File: config.mk
export PLATFORM = sky130hd
export DESIGN_NAME = integer_to_ascii_radix
export DESIGN_NICKNAME = d
export VERILOG_FILES = /design/src/rtl/core/itoa_pkg.sv /design/src/rtl/core/integer_to_ascii_radix.sv /design/src/rtl/core/itoa_ram.sv /design/src/rtl/core/itoa_dp.sv /design/src/rtl/core/itoa_ctrl.sv
export SDC_FILE = /design/constraint.sdc
export NUM_CORES = 1
export LEC_CHECK = 0
export ABC_AREA = 1
export BUFFER_PORTS_ARGS = -buffer_cell sky130_fd_sc_hd__buf_2
export CORE_ASPECT_RATIO = 1.25
export CORE_MARGIN = 10
export CORE_UTILIZATION = 40
export DETAILED_ROUTE_END_ITERATION = 12
export GPL_TIMING_DRIVEN = 0
export PLACE_DENSITY = 0.55
export SLEW_MARGIN = 20
export SYNTH_ARGS = -nofsm -noshare
export SYNTH_HDL_FRONTEND = slang
export SYNTH_HIERARCHICAL = 1
export SYNTH_SLANG_ARGS = --single-unit
File: constraint.sdc
create_clock -name i_clk -period 8.7 [get_ports i_clk]
set_clock_uncertainty 0.15 [all_clocks]
set_input_delay 1.74 -clock i_clk [delete_from_list [all_inputs] [get_ports i_clk]]
set_output_delay 1.74 -clock i_clk [all_outputs]
set_load 0.05 [all_outputs]
File: src/rtl/core/itoa_pkg.sv
`timescale 1ns / 1ps
// ----------------------------------------------------------------------------
// itoa_pkg
// Shared sizes, constants, command and status structs and the digit-to-ASCII mapping
// for the integer to ASCII radix converter.
// ----------------------------------------------------------------------------
package itoa_pkg;

    localparam int VALUE_BITS = 32;
    localparam int MAX_DIGITS = 32;

    // Quotient bits resolved per divider cycle. VALUE_BITS must be a multiple.
    localparam int BITS_PER_CYCLE = 4;
    localparam int DIV_CYCLES     = VALUE_BITS / BITS_PER_CYCLE;
    localparam int STEP_W         = (DIV_CYCLES > 1) ? $clog2(DIV_CYCLES) : 1;

    localparam int RADIX_W = 6;
    localparam int CHAR_W  = 8;
    localparam int ADDR_W  = $clog2(MAX_DIGITS);
    localparam int COUNT_W = $clog2(MAX_DIGITS + 1);

    localparam logic [RADIX_W-1:0] RADIX_MIN   = RADIX_W'(2);
    localparam logic [RADIX_W-1:0] RADIX_MAX   = RADIX_W'(36);
    localparam logic [RADIX_W-1:0] RADIX_TEN   = RADIX_W'(10);
    localparam logic [RADIX_W-1:0] DIGIT_NINE  = RADIX_W'(9);

    localparam logic [CHAR_W-1:0] CHAR_ZERO  = 8'h30;
    localparam logic [CHAR_W-1:0] CHAR_A     = 8'h61;
    localparam logic [CHAR_W-1:0] CHAR_MINUS = 8'h2d;

    typedef struct packed {
        logic start;       // load a new request
        logic div_step;    // one divider iteration
        logic digit_done;  // last iteration of a digit: store it
        logic rd_en;       // read the digit store
        logic load_sign;   // put '-' in the output register
        logic load_digit;  // put the read digit in the output register
    } t_cmd;

    typedef struct packed {
        logic quot_zero;   // quotient after this iteration is zero
        logic store_full;  // the digit being stored fills the store
        logic sign;        // a minus sign is pending
        logic last_digit;  // the digit being emitted is the last one
        logic out_free;    // output register can take a character
    } t_stat;

    function automatic logic [CHAR_W-1:0] digit_to_ascii(input logic [RADIX_W-1:0] d);
        if (d > DIGIT_NINE) begin
            return CHAR_A + CHAR_W'(d) - CHAR_W'(10);
        end
        return CHAR_ZERO + CHAR_W'(d);
    endfunction

endpackage

File: src/rtl/core/integer_to_ascii_radix.sv
`timescale 1ns / 1ps
// Operation: a request is accepted in S_IDLE, then each digit is divided out
// (4 quotient bits per cycle over 32 bits), then an optional minus sign goes
// out and each digit is read from the store and loaded into the output register.
// Throughput: one request at a time; a new request is taken only once the
// last character of the previous one has been loaded into the output register.
// Reset: synchronous, active low; the radix returns to 10, the output is empty.
// ----------------------------------------------------------------------------
// integer_to_ascii_radix
// Converts a 32-bit integer to ASCII text in a programmable radix, one
// character per output request, most significant digit first.
// ----------------------------------------------------------------------------
module integer_to_ascii_radix (
    input  logic                                   i_clk,
    input  logic                                   i_rst_n,
    input  logic                                   i_cfg_we,
    input  logic [itoa_pkg::RADIX_W-1:0]           i_cfg_wdata,
    input  logic                                   i_valid,
    output logic                                   o_ready,
    input  logic signed [itoa_pkg::VALUE_BITS-1:0] i_number,
    output logic                                   o_valid,
    input  logic                                   i_ready,
    output logic [itoa_pkg::CHAR_W-1:0]            o_character,
    output logic                                   o_final_char
);

    // The controller steps the divider until the quotient runs out or the digit
    // store is full, storing one digit (least significant first) per division. It
    // then emits an optional minus sign and reads the digits back in reverse order.
    itoa_pkg::t_cmd  cmd;
    itoa_pkg::t_stat stat;

    itoa_ctrl u_ctrl (
        .i_clk   (i_clk),
        .i_rst_n (i_rst_n),
        .i_valid (i_valid),
        .o_ready (o_ready),
        .i_stat  (stat),
        .o_cmd   (cmd)
    );

    // The datapath holds the clamped radix, the shift-subtract divider, the
    // digit store and the output register that decouples the output side.
    itoa_dp u_dp (
        .i_clk        (i_clk),
        .i_rst_n      (i_rst_n),
        .i_cfg_we     (i_cfg_we),
        .i_cfg_wdata  (i_cfg_wdata),
        .i_number     (i_number),
        .i_ready      (i_ready),
        .i_cmd        (cmd),
        .o_stat       (stat),
        .o_valid      (o_valid),
        .o_character  (o_character),
        .o_final_char (o_final_char)
    );

    // A character is only loaded when the output register can take it.
    a_load_when_free: assert property (@(posedge i_clk) disable iff (!i_rst_n)
        (cmd.load_sign || cmd.load_digit) |-> stat.out_free)
        else $error("character loaded over an untaken output");

    // Once a request is accepted, no second one is accepted next cycle.
    a_one_request: assert property (@(posedge i_clk) disable iff (!i_rst_n)
        (i_valid && o_ready) |=> !o_ready)
        else $error("request accepted while busy");

    // Start, division and loads are mutually exclusive commands.
    a_cmd_excl: assert property (@(posedge i_clk) disable iff (!i_rst_n)
        $onehot0({cmd.start, cmd.div_step, cmd.load_sign, cmd.load_digit, cmd.rd_en}))
        else $error("conflicting datapath commands");

endmodule

File: src/rtl/core/itoa_ram.sv
`timescale 1ns / 1ps
// ----------------------------------------------------------------------------
// itoa_ram
// Generic single-write, single-read RAM with a registered read port.
// ----------------------------------------------------------------------------
module itoa_ram #(
    parameter int WIDTH = 8,
    parameter int DEPTH = 32
) (
    input  logic                     i_clk,
    input  logic                     i_we,
    input  logic [$clog2(DEPTH)-1:0] i_waddr,
    input  logic [WIDTH-1:0]         i_wdata,
    input  logic                     i_re,
    input  logic [$clog2(DEPTH)-1:0] i_raddr,
    output logic [WIDTH-1:0]         o_rdata
);

    logic [WIDTH-1:0] r_mem [DEPTH];
    logic [WIDTH-1:0] r_rdata;

    always_ff @(posedge i_clk) begin
        if (i_we) begin
            r_mem[i_waddr] <= i_wdata;
        end
        if (i_re) begin
            r_rdata <= r_mem[i_raddr];
        end
    end

    assign o_rdata = r_rdata;

endmodule

File: src/rtl/core/itoa_dp.sv
`timescale 1ns / 1ps
// ----------------------------------------------------------------------------
// itoa_dp
// Datapath: radix register, shift-subtract divider, digit store and the
// output register.
// ----------------------------------------------------------------------------
module itoa_dp (
    input  logic                                   i_clk,
    input  logic                                   i_rst_n,
    input  logic                                   i_cfg_we,
    input  logic [itoa_pkg::RADIX_W-1:0]           i_cfg_wdata,
    input  logic signed [itoa_pkg::VALUE_BITS-1:0] i_number,
    input  logic                                   i_ready,
    input  itoa_pkg::t_cmd                         i_cmd,
    output itoa_pkg::t_stat                        o_stat,
    output logic                                   o_valid,
    output logic [itoa_pkg::CHAR_W-1:0]            o_character,
    output logic                                   o_final_char
);

    localparam int VB  = itoa_pkg::VALUE_BITS;
    localparam int BPC = itoa_pkg::BITS_PER_CYCLE;
    localparam int RW  = itoa_pkg::RADIX_W;

    logic [RW-1:0]                    r_radix, n_radix;
    logic [VB-1:0]                    r_work, n_work;
    logic [RW-1:0]                    r_rem, n_rem;
    logic [itoa_pkg::COUNT_W-1:0]     r_count, n_count;
    logic                             r_sign, n_sign;
    logic                             r_out_valid, n_out_valid;
    logic [itoa_pkg::CHAR_W-1:0]      r_char, n_char;
    logic                             r_final, n_final;

    logic [RW:0]                      div_trial;
    logic [RW-1:0]                    div_rem;
    logic [BPC-1:0]                   div_q;
    logic [VB-1:0]                    div_work;
    logic                             in_neg;
    logic [RW-1:0]                    rd_digit;
    logic [itoa_pkg::COUNT_W-1:0]     count_m1;
    logic                             out_free;

    // Restoring division, BPC quotient bits per cycle. The dividend bits leave
    // the top of r_work while the quotient bits enter at the bottom.
    always_comb begin
        div_rem   = r_rem;
        div_trial = '0;
        div_q     = '0;
        for (int k = 0; k < BPC; k++) begin
            div_trial = {div_rem, r_work[VB-1-k]};
            if (div_trial >= {1'b0, r_radix}) begin
                div_rem          = RW'(div_trial - {1'b0, r_radix});
                div_q[BPC-1-k]   = 1'b1;
            end else begin
                div_rem          = div_trial[RW-1:0];
            end
        end
        div_work = {r_work[VB-BPC-1:0], div_q};
    end

    assign in_neg   = (r_radix == itoa_pkg::RADIX_TEN) && i_number[VB-1];
    assign count_m1 = r_count - itoa_pkg::COUNT_W'(1);
    assign out_free = !r_out_valid || i_ready;

    always_comb begin
        n_radix     = r_radix;
        n_work      = r_work;
        n_rem       = r_rem;
        n_count     = r_count;
        n_sign      = r_sign;
        n_out_valid = r_out_valid;
        n_char      = r_char;
        n_final     = r_final;

        if (i_cfg_we) begin
            if (i_cfg_wdata < itoa_pkg::RADIX_MIN) begin
                n_radix = itoa_pkg::RADIX_MIN;
            end else if (i_cfg_wdata > itoa_pkg::RADIX_MAX) begin
                n_radix = itoa_pkg::RADIX_MAX;
            end else begin
                n_radix = i_cfg_wdata;
            end
        end

        if (i_cmd.start) begin
            n_work  = in_neg ? (VB'(0) - VB'(i_number)) : VB'(i_number);
            n_rem   = '0;
            n_count = '0;
            n_sign  = in_neg;
        end else if (i_cmd.div_step) begin
            n_work = div_work;
            n_rem  = div_rem;
            if (i_cmd.digit_done) begin
                n_rem   = '0;
                n_count = r_count + itoa_pkg::COUNT_W'(1);
            end
        end

        if (out_free) begin
            n_out_valid = 1'b0;
        end
        if (i_cmd.load_sign) begin
            n_out_valid = 1'b1;
            n_char      = itoa_pkg::CHAR_MINUS;
            n_final     = 1'b0;
            n_sign      = 1'b0;
        end else if (i_cmd.load_digit) begin
            n_out_valid = 1'b1;
            n_char      = itoa_pkg::digit_to_ascii(rd_digit);
            n_final     = (r_count == itoa_pkg::COUNT_W'(1));
            n_count     = count_m1;
        end
    end

    always_ff @(posedge i_clk) begin
        if (!i_rst_n) begin
            r_radix     <= itoa_pkg::RADIX_TEN;
            r_count     <= '0;
            r_sign      <= 1'b0;
            r_out_valid <= 1'b0;
        end else begin
            r_radix     <= n_radix;
            r_count     <= n_count;
            r_sign      <= n_sign;
            r_out_valid <= n_out_valid;
        end
    end

    always_ff @(posedge i_clk) begin
        r_work  <= n_work;
        r_rem   <= n_rem;
        r_char  <= n_char;
        r_final <= n_final;
    end

    itoa_ram #(
        .WIDTH (RW),
        .DEPTH (itoa_pkg::MAX_DIGITS)
    ) u_digit_store (
        .i_clk   (i_clk),
        .i_we    (i_cmd.digit_done),
        .i_waddr (r_count[itoa_pkg::ADDR_W-1:0]),
        .i_wdata (div_rem),
        .i_re    (i_cmd.rd_en),
        .i_raddr (count_m1[itoa_pkg::ADDR_W-1:0]),
        .o_rdata (rd_digit)
    );

    assign o_stat.quot_zero  = (div_work == '0);
    assign o_stat.store_full =
        (r_count == itoa_pkg::COUNT_W'(itoa_pkg::MAX_DIGITS - 1));
    assign o_stat.sign       = r_sign;
    assign o_stat.last_digit = (r_count == itoa_pkg::COUNT_W'(1));
    assign o_stat.out_free   = out_free;

    assign o_valid      = r_out_valid;
    assign o_character  = r_char;
    assign o_final_char = r_final;

endmodule

File: src/rtl/core/itoa_ctrl.sv
`timescale 1ns / 1ps
// ----------------------------------------------------------------------------
// itoa_ctrl
// Controller: sequences digit extraction and most-significant-first emission.
// ----------------------------------------------------------------------------
module itoa_ctrl (
    input  logic            i_clk,
    input  logic            i_rst_n,
    input  logic            i_valid,
    output logic            o_ready,
    input  itoa_pkg::t_stat i_stat,
    output itoa_pkg::t_cmd  o_cmd
);

    localparam logic [2:0] S_IDLE = 3'd0;
    localparam logic [2:0] S_DIV  = 3'd1;
    localparam logic [2:0] S_SIGN = 3'd2;
    localparam logic [2:0] S_READ = 3'd3;
    localparam logic [2:0] S_LOAD = 3'd4;

    localparam logic [itoa_pkg::STEP_W-1:0] STEP_LAST =
        itoa_pkg::STEP_W'(itoa_pkg::DIV_CYCLES - 1);

    logic [2:0]                  r_state, n_state;
    logic [itoa_pkg::STEP_W-1:0] r_step, n_step;

    always_comb begin
        n_state = r_state;
        n_step  = r_step;
        o_cmd   = '0;
        o_ready = 1'b0;
        case (r_state)
            S_IDLE: begin
                o_ready = 1'b1;
                if (i_valid) begin
                    o_cmd.start = 1'b1;
                    n_step      = '0;
                    n_state     = S_DIV;
                end
            end
            S_DIV: begin
                o_cmd.div_step = 1'b1;
                n_step         = r_step + itoa_pkg::STEP_W'(1);
                if (r_step == STEP_LAST) begin
                    o_cmd.digit_done = 1'b1;
                    n_step           = '0;
                    if (i_stat.quot_zero || i_stat.store_full) begin
                        n_state = i_stat.sign ? S_SIGN : S_READ;
                    end
                end
            end
            S_SIGN: begin
                if (i_stat.out_free) begin
                    o_cmd.load_sign = 1'b1;
                    n_state         = S_READ;
                end
            end
            S_READ: begin
                o_cmd.rd_en = 1'b1;
                n_state     = S_LOAD;
            end
            S_LOAD: begin
                if (i_stat.out_free) begin
                    o_cmd.load_digit = 1'b1;
                    n_state          = i_stat.last_digit ? S_IDLE : S_READ;
                end
            end
            default: begin
                n_state = S_IDLE;
            end
        endcase
    end

    always_ff @(posedge i_clk) begin
        if (!i_rst_n) begin
            r_state <= S_IDLE;
            r_step  <= '0;
        end else begin
            r_state <= n_state;
            r_step  <= n_step;
        end
    end

endmodule
==> impl_metrics.yaml <==
sta:
  setup_violations: 0
  period_needed_ns: 7.96
  slew_violations: 0
  rsz0062_at_grt: "false"
  finalCritPeriodShare_pct: 91.5
  tightestPinTransition_ns: 0.775
  slew_headroom_pct: 48.3
  fmax_ghz: 0.126
  finalHoldViolCount: 0
  finalSetupTns_ns: 0
critical_path:
  cp_slowest_cell: "and2_2"
  reg2reg_slack_ns: 0.74
  arrival_ns: 8.04
  cp-endpoint: "u_dp/u_digit_store/r_mem[25][1]"
  cp_common_cell: "nand2_1"
  cp_max_fo: 32
  endpoint_kind: "flip-flop"
  start_kind: "flip-flop"
  rr_startpoint: "u_dp/r_radix[1]"
  rr_endpoint: "u_dp/u_digit_store/r_mem[25][1]"
  criticalPathCategory: "flip-flop to flip-flop"
  cp-startpoint: "u_dp/r_radix[1]"
  slowest_delay_ns: 0.66
  reg2reg_depth: 40
  required_ns: 8.78
routing:
  drc_errors: 0
  vias_per_cell: 5.18
  vias: 10300
  ant_nets: 0
  drtPass1Iterations: 5
  wl_per_cell_um: 18.3
  first_iter_violations: 658
  wirelength_um: 36300
job:
  drv_cap: 0
synth:
  synth_top_area_share_pct: 50.8
  synth_area_um2: 13600
  yosysSeqAreaShare_pct: 56.0
  synthCells: 1458
  yosys_warnings: 6
  ys_dominant_reg_cell: "edfxtp_1"
  synth_area_per_cell_um2: 9.32
  synth.top_cells.by_area: "edfxtp_1, nand2_1, nand3_1, dfxtp_1, ha_1"
  yosys-top-cells-count: "nand2_1, edfxtp_1, nand3_1"
  synth-seq-cells: 265
  synth_nets: 1541
  yosys.cell_types.count: 51
  synth_top_area_cell: "edfxtp_1"
  yosysMostFrequentCell: "nand2_1"
  async_flop_share_pct: 0
  synth_edf_count: 230
outcome:
  status: "completed"
floorplanning:
  die-area_um2: 41800
  dieHeight_um: 226
  die_x_um: 185
  core_area_um2: 33600
  rows: 75
  ioPinCount: 54
  initial_core_util_pct: 40.5
place:
  io_buffers: 52
  dp_hpwl_um: 26300
  dp.cells: 1933
  gp_congestion: 0.883
clock_network:
  cts_tree: "built"
  post_cts_resize_count: 0
  clk_pin_slew_ns: 0.06
  cts-buffers-inserted: 29
  cts.sinks: 265
  root_buffer: "clkbuf_16"
  hold_buffers: 0
  clock_latency_ns: 0.54
  postCtsSetupBuffers: 0
  clockBufferDepth: 3
  cts_max_level: 1
global_routing:
  grt_start_max_net_pins: 34
  grt_busiest_layer: "met2"
  grt_pass1_wl_um: 55900
  grt.met2_usage_pct: 32.0
  grt-ovfl-total: 0
  globalRouteMet3Util_pct: 2.25
  antenna_found_initial: 0
  first_global_vias: 10200
  grtUsageTotal_pct: 17.3
  use_met1_pct: 20.0
finish:
  area_delta_synth_final_pct: 13.0
  antenna_cells: 0
  drive_above_1_share_pct: 11.5
  final_cells: 1986
  layout.nets: 1624
worst_hold_path:
  holdCritPathClass: "flip-flop to flip-flop"
[per-stage QoR]
stage | utilization [%] | instance area, um2 | worst slack [ns] | hold slack, ns
finish | 45.7 | 15400 | 0.738 | 0.301
global route | 45.7 | 15400 | 0.00946 | 0.328
CTS | 45.7 | 15400 | 0.679 | 0.306
detailed placement | 42.8 | 14400 | 0.720 | 0.293
global placement | 42.8 | 14400 | 0.231 | 0.287
floorplan | - | 13600 | 2.10 | 0.290
[registers in the layout (all words and copies together), names as in the netlist]
name	cells
u_ctrl/r_step	3
u_dp/o_valid	1
u_dp/r_work	32
u_dp/r_radix	6
u_dp/u_digit_store/r_mem	192
u_dp/r_rem	6
u_dp/r_sign	1
u_dp/o_character	8
u_dp/o_final_char	1
u_dp/u_digit_store/o_rdata	6
u_dp/r_count	6
u_ctrl/r_state	3
[critical path, delay by kind of cell (launching register included)]
family	cells	cell delay (ns)
and+or+nand+nor	22	2.96
buffers and inverters	5	0.56
DFF	1	0.56
AOI/OAI and AO/OA	9	2.04
adders and majority gates	4	1.34
[routing by layer]
layer  wire, um  part of all wire, %
met1      14900                   41
met2      18900                   52
met3       1720                  4.7
met4        899                  2.5
met5          0                    0
[cell usage in the layout (no fill, tap or decap), types with 7 or more instances in the layout]
master	netlist	routed
nand3_1	192	192
nor3_1	10	10
xor2_1	34	34
clkbuf_8	0	9
buf_4	7	7
ha_1	36	36
nand4_1	12	12
dfxtp_1	35	35
xnor2_1	14	14
clkbuf_16	0	31
nor4_1	12	12
inv_1	104	103
clkbuf_1	18	24
edfxtp_1	230	230
nor2_1	87	87
a21oi_1	35	35
o21ai_0	53	53
buf_2	20	72
nand2_2	9	9
nand2_1	459	459
o21ai_1	7	7
[cell families after synthesis]
logic type,share of synthesized area (%)
and+or+nand+nor,26.9
buffers and inverters,5.30
xor gates and xnor gates,3.09
DFF,56.0
AOI/OAI and AO/OA,4.80
adders and majority gates,3.90
[worst min-delay path by stage]
stage | startpoint | to | slack [ns] | cells after the start
floorplan | u_dp/r_rem[5] | u_dp/r_rem[5] | 0.29 | 2
global placement | u_dp/o_character[7] | u_dp/o_character[7] | 0.29 | 2
detailed placement | u_dp/o_character[7] | u_dp/o_character[7] | 0.29 | 2
CTS | u_dp/o_character[7] | u_dp/o_character[7] | 0.31 | 2
global route | u_dp/o_character[7] | u_dp/o_character[7] | 0.33 | 2
finish | u_dp/o_character[7] | u_dp/o_character[7] | 0.30 | 2
[final cells by class]
type                    count  area (um2)
plain buffers              52         299
clock buffers              46         922
clock inverters             7        45.0
fillers                  3288       18200
inverters                 111         422
multi-input cells        1030        5270
flip-flops and latches    265        7610
well taps                 423         529
repair buffers             52         260
Power is left out: the tool's default activity adds up to more than one toggle a clock period on the data nets, which glitch-free logic cannot reach.
